[config.mk]
export PLATFORM = sky130hd
export DESIGN_NAME = fully_assoc_tlb_lru_core
export DESIGN_NICKNAME = d
export VERILOG_FILES = /design/src/fatlb_pkg.sv /design/src/fully_assoc_tlb_lru_core.sv /design/src/fatlb_ram.sv /design/src/fatlb_ctrl.sv /design/src/fatlb_dp.sv
export SDC_FILE = /design/constraint.sdc
export NUM_CORES = 2
export LEC_CHECK = 0
export BUFFER_PORTS_ARGS = -buffer_cell sky130_fd_sc_hd__buf_2
export CELL_PAD_IN_SITES_DETAIL_PLACEMENT = 0
export CELL_PAD_IN_SITES_GLOBAL_PLACEMENT = 2
export CORE_MARGIN = 1.5
export CORE_UTILIZATION = 47
export DETAILED_ROUTE_END_ITERATION = 7
export MAX_ROUTING_LAYER = met4
export PLACE_DENSITY_LB_ADDON = 0.1
export REMOVE_ABC_BUFFERS = 1
export SLEW_MARGIN = 10
export SYNTH_ARGS = -nofsm -noshare
export SYNTH_HDL_FRONTEND = slang
export SYNTH_SLANG_ARGS = --single-unit
[constraint.sdc]
create_clock -name clk -period 18.8 [get_ports clk]
set_input_delay 2.82 -clock clk [delete_from_list [all_inputs] [get_ports clk]]
set_output_delay 2.82 -clock clk [all_outputs]
set_load 0.01 [all_outputs]
[src/fatlb_pkg.sv]
// ----------------------------------------------------------------------------
// fatlb_pkg: shared types and constants of the translation cache
// Action codes, controller states, command and status bundles, port widths.
// ----------------------------------------------------------------------------
package fatlb_pkg;

	localparam int VA_W        = 48;
	localparam int PA_W        = 52;
	localparam int ACTION_W    = 2;
	localparam int S_TDATA_W   = 104;
	localparam int M_TDATA_W   = 56;
	localparam int CFG_ADDR_W  = 3;
	localparam int CFG_DATA_W  = 32;

	localparam logic CFG_WORD_CACHE_ENABLE = 1'b0;

	typedef enum logic [ACTION_W-1:0] {
		ACT_LOOKUP = 2'd0,
		ACT_REFILL = 2'd1,
		ACT_FLUSH  = 2'd2
	} action_t;

	typedef enum logic [1:0] {
		ST_IDLE,
		ST_CMP,
		ST_ACT,
		ST_OUT
	} state_t;

	typedef struct packed {
		logic capture;
		logic compare;
		logic read;
		logic touch;
		logic fill;
		logic flush;
		logic act_done;
		logic res_hit;
		logic load_out;
	} fatlb_cmd_t;

	typedef struct packed {
		action_t act;
		logic    hit;
		logic    upd;
		logic    out_free;
	} fatlb_stat_t;

endpackage

[src/fully_assoc_tlb_lru_core.sv]
// ----------------------------------------------------------------------------
// fully_assoc_tlb_lru_core: fully associative translation cache, LRU refill
// Caches virtual page to physical frame translations of pages of 2^PAGE_BITS bytes.
// ----------------------------------------------------------------------------
// Usage:
//   Input beat on s_*: s_tuser carries the action (lookup, refill, flush),
//   s_tdata the virtual address, the physical address and the recency flag.
//   Every input beat yields exactly one output beat on m_*: hit flag,
//   translated address (lookup hits only) and eviction flag.
//   An accepted item then passes these steps: parallel tag compare over
//   all entries, table update with frame RAM read, result load into the
//   output register. One item is in flight at a time and the controller
//   accepts only in its idle state, so a new item is taken only after the
//   last one has been loaded into the output register; the frame RAM read
//   follows the compare and the recency update needs the compare result.
//   The output register decouples the sides: the next beat is accepted
//   while a result waits; a stalled receiver holds the controller in its
//   result stage once the following item reaches it.
//   Reset empties the cache, clears all ranks and sets cache_enable to 1;
//   no clearing pass is needed. cache_enable lies at APB byte address 0.
// ----------------------------------------------------------------------------
module fully_assoc_tlb_lru_core #(
	parameter int ENTRIES   = 32,
	parameter int PAGE_BITS = 12
) (
	input  logic                                clk,
	input  logic                                arst_n,
	input  logic                                s_tvalid,
	output logic                                s_tready,
	input  logic [fatlb_pkg::S_TDATA_W-1:0]     s_tdata,  // virt_addr, phys_addr, update_recency
	input  logic [fatlb_pkg::ACTION_W-1:0]      s_tuser,  // action
	output logic                                m_tvalid,
	input  logic                                m_tready,
	output logic [fatlb_pkg::M_TDATA_W-1:0]     m_tdata,  // hit, trans_addr, evicted
	input  logic                                psel,
	input  logic                                penable,
	input  logic                                pwrite,
	input  logic [fatlb_pkg::CFG_ADDR_W-1:0]    paddr,
	input  logic [fatlb_pkg::CFG_DATA_W-1:0]    pwdata,
	output logic [fatlb_pkg::CFG_DATA_W-1:0]    prdata,
	output logic                                pready
);

	import fatlb_pkg::*;

	logic        cache_enable_q;
	logic        sel_enable;
	fatlb_cmd_t  cmd;
	fatlb_stat_t stat;

	assign pready     = 1'b1;
	assign sel_enable = (paddr[CFG_ADDR_W-1:2] == CFG_WORD_CACHE_ENABLE);

	always_ff @(posedge clk or negedge arst_n) begin
		if (!arst_n) begin
			cache_enable_q <= 1'b1;
		end else if (psel && penable && pwrite && pready && sel_enable) begin
			cache_enable_q <= pwdata[0];
		end
	end

	assign prdata = sel_enable ? {{(CFG_DATA_W-1){1'b0}}, cache_enable_q} : '0;

	fatlb_ctrl u_ctrl (
		.clk          (clk),
		.arst_n       (arst_n),
		.s_tvalid     (s_tvalid),
		.s_tready     (s_tready),
		.cache_enable (cache_enable_q),
		.stat         (stat),
		.cmd          (cmd)
	);

	fatlb_dp #(
		.ENTRIES   (ENTRIES),
		.PAGE_BITS (PAGE_BITS)
	) u_dp (
		.clk      (clk),
		.arst_n   (arst_n),
		.s_tuser  (s_tuser),
		.s_tdata  (s_tdata),
		.cmd      (cmd),
		.stat     (stat),
		.m_tready (m_tready),
		.m_tvalid (m_tvalid),
		.m_tdata  (m_tdata)
	);

endmodule

[src/fatlb_ram.sv]
// ----------------------------------------------------------------------------
// fatlb_ram: generic single-write, single-read RAM
// One write port and one read port with registered read data.
// ----------------------------------------------------------------------------
module fatlb_ram #(
	parameter int WIDTH = 40,
	parameter int DEPTH = 32
) (
	input  logic                     clk,
	input  logic                     we,
	input  logic [$clog2(DEPTH)-1:0] waddr,
	input  logic [WIDTH-1:0]         wdata,
	input  logic                     re,
	input  logic [$clog2(DEPTH)-1:0] raddr,
	output logic [WIDTH-1:0]         rdata
);

	logic [WIDTH-1:0] mem_q [DEPTH];

	always_ff @(posedge clk) begin
		if (we) begin
			mem_q[waddr] <= wdata;
		end
		if (re) begin
			rdata <= mem_q[raddr];
		end
	end

endmodule

[src/fatlb_ctrl.sv]
// ----------------------------------------------------------------------------
// fatlb_ctrl: controller of the translation cache
// Sequences capture, tag compare, table update and result hand-off.
// ----------------------------------------------------------------------------
module fatlb_ctrl (
	input  logic                 clk,
	input  logic                 arst_n,
	input  logic                 s_tvalid,
	output logic                 s_tready,
	input  logic                 cache_enable,
	input  fatlb_pkg::fatlb_stat_t stat,
	output fatlb_pkg::fatlb_cmd_t  cmd
);

	import fatlb_pkg::*;

	state_t state_q;
	state_t state_d;
	logic   lookup_hit;

	always_ff @(posedge clk or negedge arst_n) begin
		if (!arst_n) begin
			state_q <= ST_IDLE;
		end else begin
			state_q <= state_d;
		end
	end

	always_comb begin
		state_d    = state_q;
		cmd        = '0;
		s_tready   = 1'b0;
		lookup_hit = (stat.act == ACT_LOOKUP) && cache_enable && stat.hit;
		case (state_q)
			ST_IDLE: begin
				s_tready = 1'b1;
				if (s_tvalid) begin
					cmd.capture = 1'b1;
					state_d     = ST_CMP;
				end
			end
			ST_CMP: begin
				cmd.compare = 1'b1;
				state_d     = ST_ACT;
			end
			ST_ACT: begin
				cmd.read     = lookup_hit;
				cmd.touch    = lookup_hit && stat.upd;
				cmd.fill     = (stat.act == ACT_REFILL) && cache_enable && !stat.hit;
				cmd.flush    = (stat.act == ACT_FLUSH);
				cmd.res_hit  = ((stat.act == ACT_LOOKUP) || (stat.act == ACT_REFILL)) &&
				               cache_enable && stat.hit;
				cmd.act_done = 1'b1;
				state_d      = ST_OUT;
			end
			ST_OUT: begin
				if (stat.out_free) begin
					cmd.load_out = 1'b1;
					state_d      = ST_IDLE;
				end
			end
			default: begin
				state_d = ST_IDLE;
			end
		endcase
	end

endmodule

[src/fatlb_dp.sv]
// ----------------------------------------------------------------------------
// fatlb_dp: datapath of the translation cache
// Tag array with parallel compare, recency ranks, frame RAM, output register.
// ----------------------------------------------------------------------------
module fatlb_dp #(
	parameter int ENTRIES   = 32,
	parameter int PAGE_BITS = 12
) (
	input  logic                               clk,
	input  logic                               arst_n,
	input  logic [fatlb_pkg::ACTION_W-1:0]     s_tuser,
	input  logic [fatlb_pkg::S_TDATA_W-1:0]    s_tdata,
	input  fatlb_pkg::fatlb_cmd_t              cmd,
	output fatlb_pkg::fatlb_stat_t             stat,
	input  logic                               m_tready,
	output logic                               m_tvalid,
	output logic [fatlb_pkg::M_TDATA_W-1:0]    m_tdata
);

	import fatlb_pkg::*;

	localparam int IDX_W   = $clog2(ENTRIES);
	localparam int CNT_W   = $clog2(ENTRIES + 1);
	localparam int TAG_W   = VA_W - PAGE_BITS;
	localparam int FRAME_W = PA_W - PAGE_BITS;

	action_t              act_q;
	logic [TAG_W-1:0]     vpn_q;
	logic [PAGE_BITS-1:0] off_q;
	logic [FRAME_W-1:0]   pfn_q;
	logic                 upd_q;

	logic [TAG_W-1:0]     tag_q  [ENTRIES];
	logic [IDX_W-1:0]     rank_q [ENTRIES];
	logic [CNT_W-1:0]     cnt_q;
	logic [ENTRIES-1:0]   match_s1;

	logic [ENTRIES-1:0]   victim_vec;
	logic [IDX_W-1:0]     hit_idx;
	logic [IDX_W-1:0]     hit_rank;
	logic [IDX_W-1:0]     victim_idx;
	logic [IDX_W-1:0]     slot_idx;
	logic [IDX_W-1:0]     tgt_idx;
	logic [IDX_W-1:0]     tgt_rank;
	logic [CNT_W-1:0]     top_rank;
	logic                 full;
	logic                 touch_en;
	logic                 append;

	logic [FRAME_W-1:0]   frame_rd;
	logic                 res_hit_q;
	logic                 res_evict_q;
	logic                 res_read_q;
	logic [PA_W-1:0]      trans;
	logic                 out_valid_q;
	logic [M_TDATA_W-1:0] out_data_q;

	always_ff @(posedge clk) begin
		if (cmd.capture) begin
			act_q <= action_t'(s_tuser);
			vpn_q <= s_tdata[VA_W-1:PAGE_BITS];
			off_q <= s_tdata[PAGE_BITS-1:0];
			pfn_q <= s_tdata[VA_W+PA_W-1:VA_W+PAGE_BITS];
			upd_q <= s_tdata[VA_W+PA_W];
		end
	end

	always_ff @(posedge clk) begin
		if (cmd.compare) begin
			for (int i = 0; i < ENTRIES; i++) begin
				match_s1[i] <= (CNT_W'(i) < cnt_q) && (tag_q[i] == vpn_q);
			end
		end
	end

	always_comb begin
		hit_idx    = '0;
		hit_rank   = '0;
		victim_idx = '0;
		for (int i = 0; i < ENTRIES; i++) begin
			victim_vec[i] = (CNT_W'(i) < cnt_q) && (rank_q[i] == '0);
			if (match_s1[i]) begin
				hit_idx  = hit_idx | IDX_W'(i);
				hit_rank = hit_rank | rank_q[i];
			end
			if (victim_vec[i]) begin
				victim_idx = victim_idx | IDX_W'(i);
			end
		end
	end

	assign full     = (cnt_q == CNT_W'(ENTRIES));
	assign slot_idx = full ? victim_idx : cnt_q[IDX_W-1:0];
	assign touch_en = cmd.touch || (cmd.fill && full);
	assign append   = cmd.fill && !full;
	assign tgt_idx  = cmd.fill ? victim_idx : hit_idx;
	assign tgt_rank = cmd.fill ? '0 : hit_rank;
	assign top_rank = cnt_q - CNT_W'(1);

	always_ff @(posedge clk or negedge arst_n) begin
		if (!arst_n) begin
			cnt_q <= '0;
			for (int i = 0; i < ENTRIES; i++) begin
				rank_q[i] <= '0;
			end
		end else begin
			if (cmd.flush) begin
				cnt_q <= '0;
			end else if (append) begin
				cnt_q <= cnt_q + CNT_W'(1);
			end
			for (int i = 0; i < ENTRIES; i++) begin
				if (cmd.flush) begin
					rank_q[i] <= '0;
				end else if (touch_en) begin
					if (IDX_W'(i) == tgt_idx) begin
						rank_q[i] <= top_rank[IDX_W-1:0];
					end else if ((CNT_W'(i) < cnt_q) && (rank_q[i] > tgt_rank)) begin
						rank_q[i] <= rank_q[i] - IDX_W'(1);
					end
				end else if (append && (IDX_W'(i) == slot_idx)) begin
					rank_q[i] <= cnt_q[IDX_W-1:0];
				end
			end
		end
	end

	always_ff @(posedge clk) begin
		for (int i = 0; i < ENTRIES; i++) begin
			if (cmd.fill && (IDX_W'(i) == slot_idx)) begin
				tag_q[i] <= vpn_q;
			end
		end
	end

	fatlb_ram #(
		.WIDTH (FRAME_W),
		.DEPTH (ENTRIES)
	) u_frame_ram (
		.clk   (clk),
		.we    (cmd.fill),
		.waddr (slot_idx),
		.wdata (pfn_q),
		.re    (cmd.read),
		.raddr (hit_idx),
		.rdata (frame_rd)
	);

	always_ff @(posedge clk) begin
		if (cmd.act_done) begin
			res_hit_q   <= cmd.res_hit;
			res_evict_q <= cmd.fill && full;
			res_read_q  <= cmd.read;
		end
	end

	assign trans = res_read_q ? {frame_rd, off_q} : '0;

	always_ff @(posedge clk or negedge arst_n) begin
		if (!arst_n) begin
			out_valid_q <= 1'b0;
		end else if (cmd.load_out) begin
			out_valid_q <= 1'b1;
		end else if (m_tready) begin
			out_valid_q <= 1'b0;
		end
	end

	always_ff @(posedge clk) begin
		if (cmd.load_out) begin
			out_data_q <= {{(M_TDATA_W-PA_W-2){1'b0}}, res_evict_q, trans, res_hit_q};
		end
	end

	assign m_tvalid      = out_valid_q;
	assign m_tdata       = out_data_q;
	assign stat.act      = act_q;
	assign stat.hit      = |match_s1;
	assign stat.upd      = upd_q;
	assign stat.out_free = !out_valid_q || m_tready;

	a_cnt_bound: assert property (@(posedge clk) disable iff (!arst_n)
		cnt_q <= CNT_W'(ENTRIES))
		else $error("entry count beyond capacity");

	a_one_victim: assert property (@(posedge clk) disable iff (!arst_n)
		(cmd.fill && full) |-> $onehot(victim_vec))
		else $error("no unique least recently used entry");

	a_one_match: assert property (@(posedge clk) disable iff (!arst_n)
		(cmd.read || cmd.touch) |-> $onehot(match_s1))
		else $error("lookup hit on more than one entry");

	a_append_cnt: assert property (@(posedge clk) disable iff (!arst_n)
		append |=> (cnt_q == $past(cnt_q) + CNT_W'(1)))
		else $error("fill did not advance entry count");

endmodule

==> flow_summary.toml <==
[place]
gp_congestion = 0.986
hpwl_mm = 212
dp_cells = 12201
io_buffers = 156

[layout]
fillCellCount = 21730
mostFrequentLayoutCell = "edfxtp_1"
instances_no_fill = 12754
layout.nets = 9341
syn_to_final_growth_pct = 12.4
final_layout_size_suffix_gt1_share_pct = 10.6
final_cell_mix = "2,652 x edfxtp_1, 920 x xor2_1, 720 x nand2_1"
utilization_pct = 53.1

[synth]
ys_seq_area_share_pct = 67.7
synth-main-ff-cell = "edfxtp_1"
synth_cell_types = 95
ys_async_sr_fraction_pct = 6.02
ys_ff_latch = 2822
yosysWarnings = 0
syn_avg_cell_area_sq_um = 14.0
netlist_area_sq_um = 124000
syn_inst = 8857
synth_top_area_cell = "edfxtp_1"
synthTopCellsByArea = "edfxtp_1 64%, xor2_1 6.5%, dfrtp_1 3.4%"
synth_top_area_share_pct = 64.3
synth-edff-count = 2652

[setup_path]
end_kind = "register"
r2r_slack_ns = 11.21
reg2reg_from = "u_dp.cnt_q[0]$_DFFE_PN0P_"
reg2reg_depth = 13
r2r_end = "u_dp.u_frame_ram.mem_q[25][27]$_DFFE_PP_"
worstPathArrival_ns = 8.09
cp-startpoint = "u_dp.cnt_q[0]$_DFFE_PN0P_"
crit_type = "register to register"
crit_fanout = 27
critPathLaunchType = "register"
required_ns = 19.30

[clock_network]
cts_max_path_buffers = 4
postCtsSetupRepairBufs = 0
hold_buffers = 0
cts_sinks = 2822
cts_tree = "built"
cts-root-buf = "clkbuf_16"
cts_resized = 0
htreeDepth = 5
path_clk_slew_ns = 0.06
clock_latency_ns = 0.93
cts_buffers = 307

[global_routing]
met2_usage_pct = 43.8
grt_max_degree = 172
grt-busiest-layer = "met2"
grt_pass1_vias = 75387
met1_usage_pct = 42.2
grt_first_pass_wirelength_mm = 552
grt_antenna_before_repair = 20
gr-usage-met3_pct = 3.78
overflow = 0
grt_usage_pct = 29.6

[routing]
wirelength_mm = 389
detail_route.wl_per_cell_microns = 30.5
drt_first_pass_iters = 5
postRouteAntennaNets = 0
viasPerCell = 6.14
drt-initial-drc-count = 8290
drc_errors = 0
vias = 78262

[job]
drv_cap = 0

[sta]
tightest_slew_ns = 1.42
rsz0062_at_grt = "false"
hold_viol = 0
skew_ns = 0.0761
drv_slew = 0
fmax_mhz = 132
setup_viol_count_final = 0
final.setup.tns_ns = 0
fin_crit_ns = 7.59
timing.final.crit_share_pct = 40.4
hold_ws_ns = 0.424
slew_headroom_pct = 5.05

[floorplanning]
die_w_microns = 516
pin_count = 239
chipHeight_microns = 516
start_util_pct = 47.2
num_rows = 188
design.core.area_sq_um = 262000
die_area_sq_um = 267000

[power]
vdd_drop_max_uv = 133
p_total_w = 0.0162
leakagePower_nw = 45.5
power_density_nw_per_um2 = 116

[min_path]
worstHoldStart = "u_dp.res_hit_q$_SDFFCE_PN0P_"
holdPathEnd = "u_dp.m_tdata[0]$_DFFE_PP_"
min_path_type = "register to register"
whs_path_depth = 0

[outcome]
status = "complete, no violations"
-- registers in the layout (all words and copies together), names as in the netlist, 2 cells and up --
register / cells
u_dp.m_tdata: 54
u_dp.u_frame_ram.rdata: 40
u_dp.u_frame_ram.mem_q: 1280
u_dp.tag_q: 1152
u_dp.cnt_q: 6
u_dp.vpn_q: 36
u_dp.match_s1: 32
u_ctrl.state_q: 2
u_dp.act_q: 2
u_dp.off_q: 12
u_dp.pfn_q: 40
u_dp.rank_q: 160
-- report_power, final --
group | switching, W | leakage, nW | internal [W]
Clock | 0.00253 | 4.72 | 0.00334
Combinational | 0.00174 | 14.6 | 0.000929
Sequential | 0.000383 | 26.2 | 0.00725
Total | 0.00465 | 45.5 | 0.0115
-- synth_stat cells (46+ instances only) --
| cell | instances |
|---|---|
| a211o_1 | 46 |
| a211oi_1 | 395 |
| a21oi_1 | 162 |
| a22oi_1 | 46 |
| a311oi_1 | 261 |
| a31oi_1 | 102 |
| and2_1 | 382 |
| buf_1 | 115 |
| clkbuf_1 | 432 |
| dfrtp_1 | 169 |
| edfxtp_1 | 2652 |
| ha_1 | 198 |
| inv_1 | 99 |
| nand2_1 | 722 |
| nand3_1 | 143 |
| nand4_1 | 151 |
| nor2_1 | 138 |
| nor3_1 | 134 |
| nor4_1 | 287 |
| o21a_1 | 53 |
| o21ai_0 | 204 |
| o21ai_1 | 58 |
| o31ai_1 | 68 |
| xnor2_1 | 323 |
| xor2_1 | 920 |
-- worst max-delay path by stage --
stage	end	slack, ns	cells past startpoint
after floorplan	u_dp.rank_q[138]$_DFFE_PN0P_	-22.45	8
after global placement	u_dp.u_frame_ram.mem_q[26][18]$_DFFE_PP_	11.56	13
after detailed placement	u_dp.u_frame_ram.mem_q[25][18]$_DFFE_PP_	11.41	13
after CTS	u_dp.u_frame_ram.mem_q[25][27]$_DFFE_PP_	11.40	13
after global routing	u_dp.u_frame_ram.mem_q[25][1]$_DFFE_PP_	11.25	13
final	u_dp.u_frame_ram.mem_q[25][27]$_DFFE_PP_	11.21	13
-- per-layer routing --
metal	vias up	part of all wire, %
met5	-	0
met4	0	3.8
met3	701	7.2
met2	3159	45
met1	40364	44
li1	34038	-
-- cell type report --
type	count	area (sq um)	area share [%]
clock buffer	373	7990	5.74
timing repair buffer	414	2990	2.15
tap	3515	4400	3.16
antenna	10	25.0	0.0180
clock inverter	170	1670	1.20
multi-input combinational	5350	37900	27.2
sequential	2822	83900	60.2
inverter	100	375	0.270
-- cells by family after synthesis --
group / Yosys count / share of synthesized area (%)
mux: 27 / 0.234
compound gates: 1675 / 9.80
xor+xnor: 1243 / 8.79
buf+inv: 717 / 2.31
simple gates: 2173 / 9.12
fa+ha+maj: 198 / 2.00
flops: 2822 / 67.7
other cells: 2 / 0.00606
-- worst max-delay path, cell delays in order, from the launching register on --
cell and delay, ns:
dfrtp_1 0.75, buf_4 0.59, clkinv_1 0.20, ha_1 0.46
or3b_1 0.42, a21oi_1 0.32, o41ai_1 0.91, nor3_1 0.21
a21boi_1 0.42, or2_1 0.35, buf_4 0.44, nand2_1 0.38
nor2_4 1.00, buf_4 0.63
-- metrics by stage --
stage          instance area, sq um  setup slack (ns)
2_1_floorplan                121000            -22.45
6_report                     139000             11.21
3_5_place_dp                 130000             11.41
3_3_place_gp                 130000             11.56
4_1_cts                      139000             11.40
5_1_grt                      139000             11.25
Note: power is estimated with default switching activity, not from simulation.
